==> config.mk <==
export PLATFORM = sky130hd
export DESIGN_NAME = media_type_attribute_tokenizer_unit
export DESIGN_NICKNAME = d
export VERILOG_FILES = /design/src/hw/rtl/mtat_pkg.sv /design/src/hw/rtl/mtat_front.sv /design/src/hw/rtl/mtat_back.sv /design/src/hw/rtl/media_type_attribute_tokenizer_unit.sv
export SDC_FILE = /design/constraint.sdc
export NUM_CORES = 1
export LEC_CHECK = 0
export BUFFER_PORTS_ARGS = -buffer_cell sky130_fd_sc_hd__buf_2
export CAP_MARGIN = 20
export CORE_ASPECT_RATIO = 0.9
export CORE_MARGIN = 2
export CORE_UTILIZATION = 40
export CTS_BUF_LIST = sky130_fd_sc_hd__clkbuf_16
export CTS_CLUSTER_DIAMETER = 30
export DETAILED_ROUTE_END_ITERATION = 12
export PLACE_DENSITY = 0.58
export SLEW_MARGIN = 20
export SYNTH_ARGS = -nofsm -noshare
export SYNTH_HDL_FRONTEND = slang
export SYNTH_HIERARCHICAL = 1
export SYNTH_SLANG_ARGS = --single-unit
==> constraint.sdc <==
create_clock -name clk -period 3.6 [get_ports clk]
set_input_delay 0.18 -clock clk [delete_from_list [all_inputs] [get_ports clk]]
set_output_delay 0.18 -clock clk [all_outputs]
set_load 0.02 [all_outputs]
==> src/hw/rtl/mtat_pkg.sv <==
// ----------------------------------------------------------------------------
// mtat_pkg
// Types, codes and the byte classifier shared by the media type tokenizer.
// ----------------------------------------------------------------------------
package mtat_pkg;

  localparam int QueueDepth = 4;
  localparam int QueuePtrW  = $clog2(QueueDepth);
  localparam int QueueCntW  = $clog2(QueueDepth + 1);

  localparam logic [7:0] TokenLo = 8'd33;
  localparam logic [7:0] TokenHi = 8'd126;

  localparam logic [3:0] S_START   = 4'd0;
  localparam logic [3:0] S_TYPE    = 4'd1;
  localparam logic [3:0] S_TYPE_SP = 4'd2;
  localparam logic [3:0] S_SUB0    = 4'd3;
  localparam logic [3:0] S_SUB     = 4'd4;
  localparam logic [3:0] S_SUB_SP  = 4'd5;
  localparam logic [3:0] S_ATTR0   = 4'd6;
  localparam logic [3:0] S_ATTR    = 4'd7;
  localparam logic [3:0] S_ATTR_SP = 4'd8;
  localparam logic [3:0] S_VAL0    = 4'd9;
  localparam logic [3:0] S_VAL     = 4'd10;
  localparam logic [3:0] S_QVAL    = 4'd11;
  localparam logic [3:0] S_END     = 4'd12;

  localparam logic [2:0] K_NONE = 3'd0;
  localparam logic [2:0] K_TYPE = 3'd1;
  localparam logic [2:0] K_SUB  = 3'd2;
  localparam logic [2:0] K_ATTR = 3'd3;
  localparam logic [2:0] K_VAL  = 3'd4;

  localparam logic [1:0] EV_NONE  = 2'd0;
  localparam logic [1:0] EV_TYPE  = 2'd1;
  localparam logic [1:0] EV_PARAM = 2'd2;

  typedef struct packed {
    logic [7:0] byte_in;
    logic       is_last;
  } in_t;

  typedef struct packed {
    logic [2:0] append_kind;
    logic [7:0] data_byte;
    logic [1:0] field_event;
    logic       final_param;
    logic       error_flag;
    logic       ended;
  } res_t;

  typedef struct packed {
    logic [7:0] data_byte;
    logic       is_last;
    logic       token;
    logic       blank;
    logic       space;
    logic       slash;
    logic       semi;
    logic       equal;
    logic       quote;
  } cls_t;

  function automatic cls_t classify(input in_t beat);
    cls_t       c;
    logic [7:0] b;
    logic       special;
    b       = beat.byte_in;
    special = (b == "(") || (b == ")") || (b == "<") || (b == ">") ||
              (b == "@") || (b == ",") || (b == ";") || (b == ":") ||
              (b == "\\") || (b == "\"") || (b == "/") || (b == "[") ||
              (b == "]") || (b == "?") || (b == "=");
    c.data_byte = b;
    c.is_last   = beat.is_last;
    c.token     = (b >= TokenLo) && (b <= TokenHi) && !special;
    c.blank     = (b == 8'd32) || (b == 8'd9);
    c.space     = (b == 8'd32) || ((b >= 8'd9) && (b <= 8'd13));
    c.slash     = (b == "/");
    c.semi      = (b == ";");
    c.equal     = (b == "=");
    c.quote     = (b == "\"");
    return c;
  endfunction

endpackage

==> src/hw/rtl/mtat_front.sv <==
// ----------------------------------------------------------------------------
// mtat_front
// Accepts header bytes, classifies them and holds them in a short queue.
// ----------------------------------------------------------------------------
module mtat_front (
  input  logic          clk,
  input  logic          rst,
  input  logic          push,
  input  mtat_pkg::in_t item,
  output logic          full,
  output logic          head_valid,
  output mtat_pkg::cls_t head,
  input  logic          take
);
  import mtat_pkg::*;

  cls_t                 q [QueueDepth];
  logic [QueuePtrW-1:0] wr_ptr;
  logic [QueuePtrW-1:0] rd_ptr;
  logic [QueueCntW-1:0] count;
  logic                 push_ok;
  logic                 take_ok;

  assign full       = (count == QueueCntW'(QueueDepth));
  assign head_valid = (count != '0);
  assign head       = q[rd_ptr];
  assign push_ok    = push && !full;
  assign take_ok    = take && head_valid;

  always_ff @(posedge clk) begin
    if (push_ok) begin
      q[wr_ptr] <= classify(item);
    end
  end

  always_ff @(posedge clk) begin
    if (rst) begin
      wr_ptr <= '0;
      rd_ptr <= '0;
      count  <= '0;
    end else begin
      if (push_ok) begin
        wr_ptr <= wr_ptr + 1'b1;
      end
      if (take_ok) begin
        rd_ptr <= rd_ptr + 1'b1;
      end
      count <= count + QueueCntW'(push_ok) - QueueCntW'(take_ok);
    end
  end

endmodule

==> src/hw/rtl/mtat_back.sv <==
// ----------------------------------------------------------------------------
// mtat_back
// Runs the tokenizer state machine and buffers results for the consumer.
// ----------------------------------------------------------------------------
module mtat_back (
  input  logic           clk,
  input  logic           rst,
  input  logic           head_valid,
  input  mtat_pkg::cls_t head,
  output logic           take,
  output logic           empty,
  input  logic           pop,
  output mtat_pkg::res_t result
);
  import mtat_pkg::*;

  logic [3:0] state;
  logic [3:0] state_next;
  logic       fail;
  logic       fail_next;
  logic [2:0] kind;
  logic [1:0] ev;
  res_t       res;

  res_t       out_q [2];
  logic       out_wr;
  logic       out_rd;
  logic [1:0] out_count;
  logic       pop_ok;

  assign take   = head_valid && (out_count != 2'd2);
  assign empty  = (out_count == 2'd0);
  assign result = out_q[out_rd];
  assign pop_ok = pop && !empty;

  always_comb begin
    state_next = state;
    fail_next  = fail;
    kind       = K_NONE;
    ev         = EV_NONE;
    unique case (state)
      S_START: begin
        if (head.token) begin
          kind = K_TYPE; state_next = S_TYPE;
        end else if (head.space) begin
          fail_next = 1'b1;
        end
      end
      S_TYPE: begin
        if (head.blank) begin
          state_next = S_TYPE_SP;
        end else if (head.slash) begin
          state_next = S_SUB0;
        end else if (head.semi) begin
          ev = EV_TYPE; state_next = S_ATTR0;
        end else if (head.token) begin
          kind = K_TYPE;
        end else begin
          fail_next = 1'b1;
        end
      end
      S_TYPE_SP: begin
        if (head.slash) begin
          state_next = S_SUB0;
        end else if (head.semi) begin
          ev = EV_TYPE; state_next = S_ATTR0;
        end else if (!head.blank) begin
          fail_next = 1'b1;
        end
      end
      S_SUB0: begin
        if (head.token) begin
          kind = K_SUB; state_next = S_SUB;
        end else if (!head.blank) begin
          fail_next = 1'b1;
        end
      end
      S_SUB: begin
        if (head.semi) begin
          ev = EV_TYPE; state_next = S_ATTR0;
        end else if (head.blank) begin
          ev = EV_TYPE; state_next = S_SUB_SP;
        end else if (head.token) begin
          kind = K_SUB;
        end else begin
          fail_next = 1'b1;
        end
      end
      S_SUB_SP: begin
        if (head.semi) begin
          state_next = S_ATTR0;
        end else if (!head.blank) begin
          state_next = S_END;
        end
      end
      S_ATTR0: begin
        if (head.token) begin
          kind = K_ATTR; state_next = S_ATTR;
        end
      end
      S_ATTR: begin
        if (head.token) begin
          kind = K_ATTR;
        end else if (head.blank) begin
          state_next = S_ATTR_SP;
        end else if (head.equal) begin
          state_next = S_VAL0;
        end else begin
          fail_next = 1'b1;
        end
      end
      S_ATTR_SP: begin
        if (head.equal) begin
          state_next = S_VAL0;
        end else if (!head.blank) begin
          fail_next = 1'b1;
        end
      end
      S_VAL0: begin
        if (head.quote) begin
          state_next = S_QVAL;
        end else if (head.token) begin
          kind = K_VAL; state_next = S_VAL;
        end else begin
          fail_next = 1'b1;
        end
      end
      S_QVAL: begin
        if (head.quote) begin
          ev = EV_PARAM; state_next = S_SUB_SP;
        end else begin
          kind = K_VAL;
        end
      end
      S_VAL: begin
        if (head.token) begin
          kind = K_VAL;
        end else if (head.blank) begin
          ev = EV_PARAM; state_next = S_SUB_SP;
        end else if (head.semi) begin
          ev = EV_PARAM; state_next = S_ATTR0;
        end else begin
          fail_next = 1'b1;
        end
      end
      default: begin
      end
    endcase

    res.append_kind = kind;
    res.data_byte   = head.data_byte;
    res.field_event = ev;
    res.final_param = head.is_last && (state_next == S_VAL) && !fail_next;
    res.error_flag  = fail_next;
    res.ended       = (state_next >= S_END);
  end

  always_ff @(posedge clk) begin
    if (take) begin
      out_q[out_wr] <= res;
    end
  end

  always_ff @(posedge clk) begin
    if (rst) begin
      state     <= S_START;
      fail      <= 1'b0;
      out_wr    <= 1'b0;
      out_rd    <= 1'b0;
      out_count <= 2'd0;
    end else begin
      if (take) begin
        state  <= head.is_last ? S_START : state_next;
        fail   <= head.is_last ? 1'b0 : fail_next;
        out_wr <= ~out_wr;
      end
      if (pop_ok) begin
        out_rd <= ~out_rd;
      end
      out_count <= out_count + 2'(take) - 2'(pop_ok);
    end
  end

  a_count_bound: assert property (@(posedge clk) disable iff (rst)
    out_count != 2'd3)
    else $error("result buffer count out of range");

  a_last_resets: assert property (@(posedge clk) disable iff (rst)
    take && head.is_last |=> (state == S_START) && !fail)
    else $error("last beat did not reset the parser");

  a_ended_no_append: assert property (@(posedge clk) disable iff (rst)
    take |-> !res.ended || ((res.append_kind == K_NONE) &&
                            (res.field_event == EV_NONE)))
    else $error("ended beat produced a token");

  a_final_needs_value: assert property (@(posedge clk) disable iff (rst)
    take && res.final_param |-> head.is_last && !res.error_flag)
    else $error("final parameter flagged without clean last beat");

endmodule

==> src/hw/rtl/media_type_attribute_tokenizer_unit.sv <==
// ----------------------------------------------------------------------------
// media_type_attribute_tokenizer_unit
// Byte-serial tokenizer for media type headers with parameters.
//
// Input beats carry one header byte and a last mark. A beat is taken when
// push is high and full is low. Each beat yields exactly one result beat,
// which is presented while empty is low and taken when pop is high.
// Results name the field the byte joins, type and parameter completion
// events, a sticky error flag and an ended mark. A beat with the last mark
// closes an open unquoted value and returns the parser to its start state.
//
// A front stage classifies bytes into a four-entry queue; a back stage runs
// the state machine and writes a two-entry result buffer. One beat per cycle
// is sustained while the receiver keeps popping. A taken byte is registered
// in the input queue and then in the result buffer before it appears at the
// result ports. When the receiver stalls, the result buffer fills first and
// then the input queue, after which full goes high. Reset empties both queues
// and clears the parser state and the error flag.
// ----------------------------------------------------------------------------
module media_type_attribute_tokenizer_unit (
  input  logic           clk,
  input  logic           rst,
  input  logic           push,
  input  mtat_pkg::in_t  item,
  output logic           full,
  output logic           empty,
  input  logic           pop,
  output mtat_pkg::res_t result
);
  import mtat_pkg::*;

  logic head_valid;
  cls_t head;
  logic take;

  mtat_front u_front (
    .clk        (clk),
    .rst        (rst),
    .push       (push),
    .item       (item),
    .full       (full),
    .head_valid (head_valid),
    .head       (head),
    .take       (take)
  );

  mtat_back u_back (
    .clk        (clk),
    .rst        (rst),
    .head_valid (head_valid),
    .head       (head),
    .take       (take),
    .empty      (empty),
    .pop        (pop),
    .result     (result)
  );

endmodule

==> results by group <==
Min path
  • Hold path depth: 1
  • WHS Endpoint: u_front/q[2][15]$_DFFE_PP_
  • Worst hold path startpoint: item[8]
  • Min-delay worst type: input port to flop

Finish
  • Ant. Diodes: 0
  • Footprint of the multi-input gates: 1850 um^2
  • Area grow syn2layout: 15.1%
  • Fill cell count: 1128
  • Commonest cells after routing, fill and taps aside: 96 x edfxtp_1, 37 x nor2_1, 30 x buf_2, 19 x inv_1, 19 x dfxtp_1
  • Share of cells above drive strength 1: 25.1%
  • Most common cell after layout, fill and taps aside: edfxtp_1
  • Register area: 3260 um^2
  • Fin cells: 590
  • Final net count: 435

Synthesis
  • EDFF count, synth: 96
  • Yosys cell types: 62
  • Synth top area share: 54.1%
  • Sequential fraction of the synthesis area: 61.2%
  • Synthesized area: 5330 um^2
  • Syn. warnings: 6
  • FF+latch count, synth: 115
  • Top cells by area, synth: edfxtp_1 54%, dfxtp_1 7.1%, mux4_2 6.8%, mux2_2 3.4%, nor2_1 2.6%
  • Post-synth net total: 405
  • Post-Synthesis Cells: 383
  • Cell taking the most area after synthesis: edfxtp_1
  • Most used DFF post-synth: edfxtp_1
  • Async set-or-reset flop fraction in the synthesized netlist: 0%
  • Synthesized area per cell: 13.9 um^2

Power and ir drop
  • Leakage: 2.16 nW
  • Combinational share of power: 27.2%
  • Internal: 3.30 mW
  • Maximum vdd drop: 0.354 mV
  • Pwr Density: 774 nW/um^2
  • Pwr Total: 4.75 mW
  • Clock power share: 32.6%
  • Sequential Power Share: 40.2%
  • Sw Ratio: 30.5%
  • Switching power: 1.45 mW

CTS
  • Post-CTS Setup Inserts: 0
  • Clk buf depth: 2
  • Root Driver: clkbuf_16
  • Worst-path clk slew: 0.05 ns
  • CTS tree: built
  • Clk_lat worst skew: 0.41 ns
  • Total CTS buffers: 17
  • Clk sinks: 115
  • CTS H-tree lvls: 4

Routing
  • Pre-Repair DR Iteration Count: 5
  • Avg WL per Cell: 17.2 um
  • Post-route ant nets: 0
  • Post-Route WL: 10200 um
  • Drt initial violations: 227
  • Vias: 3195
  • Vias per cell: 5.42
  • DRC violations left: 0

Placement
  • RePlAce Congestion: 0.863
  • Final HPWL DP: 6730 um
  • Port bufs: 30
  • Pre-CTS worst setup slack: 0.603 ns
  • Placed insts: 557

Floorplanning
  • # rows: 39
  • Total die area: 14300 um^2
  • I/O pins: 31
  • Die W: 126 um
  • Die H: 114 um
  • Area of the core: 12800 um^2
  • Initial core utilization: 41.5%

STA
  • F_max: 351 MHz
  • Fin crit share: 79.0%
  • Final TNS setup: 0 ns
  • Min cycle time layout: 2.85 ns
  • Worst Tran Pin Value: 0.943 ns
  • Unrepaired setup endpoints after global routing: no
  • Final setup violation count: 0
  • Hold slack: 0.0816 ns
  • Pins Over Slew Limit: 0
  • Hold Violations, Final: 0
  • PnR worst setup slack: 0.754 ns
  • Clock Skew: 0.0112 ns
  • Relative slew margins: 37.0%

Setup path
  • Arr. time, crit path: 3.13 ns
  • Setup slack, reg-to-reg: 0.75 ns
  • Critical Path Max Stage Delay: 0.39 ns
  • Critical R2R Launch: u_front/count[1]$_SDFF_PP0_
  • Most used cell, CP: inv_1
  • CP endpoint kind: flop
  • Crit-path max FO: 11
  • Crit path launch type: flop
  • Critical path type: flop to flop
  • Worst EP required: 3.88 ns
  • Worst-path cell chain: or3_1 -> o21ai_1 -> inv_1 -> o31a_1 -> ha_1 -> inv_1 -> ha_1 -> inv_1 -> fa_1 -> xor2_1 -> xnor2_1 -> nor2_1
  • R2R Path End: u_front/count[2]$_SDFF_PP0_
  • Worst path slowest cell: o21ai_1
  • R2R cell count: 12

GRT
  • Pin count of the biggest net entering global routing: 27
  • First-pass GRT wire length: 16800 um
  • Antenna violations before repair: 0
  • Vias in the first global route: 3200
  • GRT Util Overall: 15.2%
  • Gr ovfl total: 0

Job
  • Max-cap violation count: 0

Outcome
  • Status: complete, no violations
-- logic make-up after synthesis --
family	after synthesis	share of synthesized area, %
xor gates and xnor gates	9	1.48
AOI/OAI and AO/OA	62	8.97
buffers and inverters	42	4.11
and+or+nand+nor	111	11.3
DFF	115	61.2
muxes	35	10.7
adders and majority gates	9	2.25
-- worst max-delay path: cells and delay by family, from the launching register on --
family / cells / cell delay (ns)
AOI/OAI and AO/OA: 2 / 0.58
xor gates and xnor gates: 2 / 0.33
adders and majority gates: 3 / 0.77
buffers and inverters: 3 / 0.28
DFF: 1 / 0.36
and+or+nand+nor: 2 / 0.41
-- how the worst max path moves through the flow --
stage,from,to
finish,u_front/count[1]$_SDFF_PP0_,u_front/count[2]$_SDFF_PP0_
global route,u_front/count[1]$_SDFF_PP0_,u_front/count[2]$_SDFF_PP0_
CTS,u_back/out_count[1]$_SDFF_PP0_,u_front/count[2]$_SDFF_PP0_
detailed placement,u_back/out_count[1]$_SDFF_PP0_,u_front/count[2]$_SDFF_PP0_
global placement,u_back/out_count[1]$_SDFF_PP0_,u_front/count[2]$_SDFF_PP0_
floorplan,u_front/count[1]$_SDFF_PP0_,u_front/count[2]$_SDFF_PP0_
-- power by group through the flow --
stage / Clock, mW / Sequential (mW) / Combinational (mW)
after detailed placement: 0 / 1.94 / 1.30
after floorplan: 0 / 1.86 / 1.02
after CTS: 1.58 / 1.92 / 1.31
final: 1.55 / 1.91 / 1.29
after global routing: 1.64 / 1.94 / 1.43
after global placement: 0 / 1.92 / 1.29
-- metal layers --
layer	share of wire, %	global-route usage, %
met1	46	20.5
met2	48	24.1
met5	0	0
met3	4.4	3.99
met4	0.89	5.63
-- cell usage after synthesis (all sizes together), types with 3 or more instances --
| library cell | instances |
|---|---|
| and3 | 4 |
| o22ai | 3 |
| dfxtp | 19 |
| xnor2 | 7 |
| buf | 17 |
| mux2i | 3 |
| nand2b | 7 |
| clkbuf | 9 |
| or3 | 3 |
| nor3b | 3 |
| mux2 | 16 |
| mux4 | 16 |
| o211ai | 4 |
| o31ai | 3 |
| nor4b | 4 |
| nor2b | 15 |
| nor2 | 37 |
| a31oi | 5 |
| o21ai | 9 |
| inv | 16 |
| ha | 8 |
| edfxtp | 96 |
| nor4 | 5 |
| a21oi | 10 |
| nor3 | 7 |
| nand2 | 14 |
| and2 | 6 |
-- state kept, by name (all words and copies together) (netlist names), named ones only --
register          flops
u_back/out_count      2
u_back/out_rd         1
u_front/rd_ptr        2
u_back/fail           1
u_front/count         3
u_back/out_wr         1
u_front/q            64
u_back/state          4
u_front/wr_ptr        2
u_back/out_q         32
-- stage by stage --
step                      util, %  instance area [um^2]
after floorplan                 -                  5330
after global placement       43.4                  5570
after detailed placement     43.4                  5570
after CTS                    47.8                  6140
after global routing         47.8                  6140
final                        47.8                  6140
-- repair_timing --
| action | 4_1_cts | 5_1_grt |
|---|---|---|
| endpoints found under the hold margin | 4 | 0 |
| resized for setup | 0 | 0 |
| hold buffers | 1 | 0 |
| setup endpoints to repair | 0 | 0 |
-- area by class of cell --
class / instances / area share [%]
clock buffer: 17 / 6.93
tap: 164 / 3.34
timing repair buffer: 37 / 3.34
clock inverter: 15 / 2.10
inverter: 16 / 0.979
sequential: 115 / 53.2
multi-input combinational: 226 / 30.1
Power figures use the tool's default switching activity.
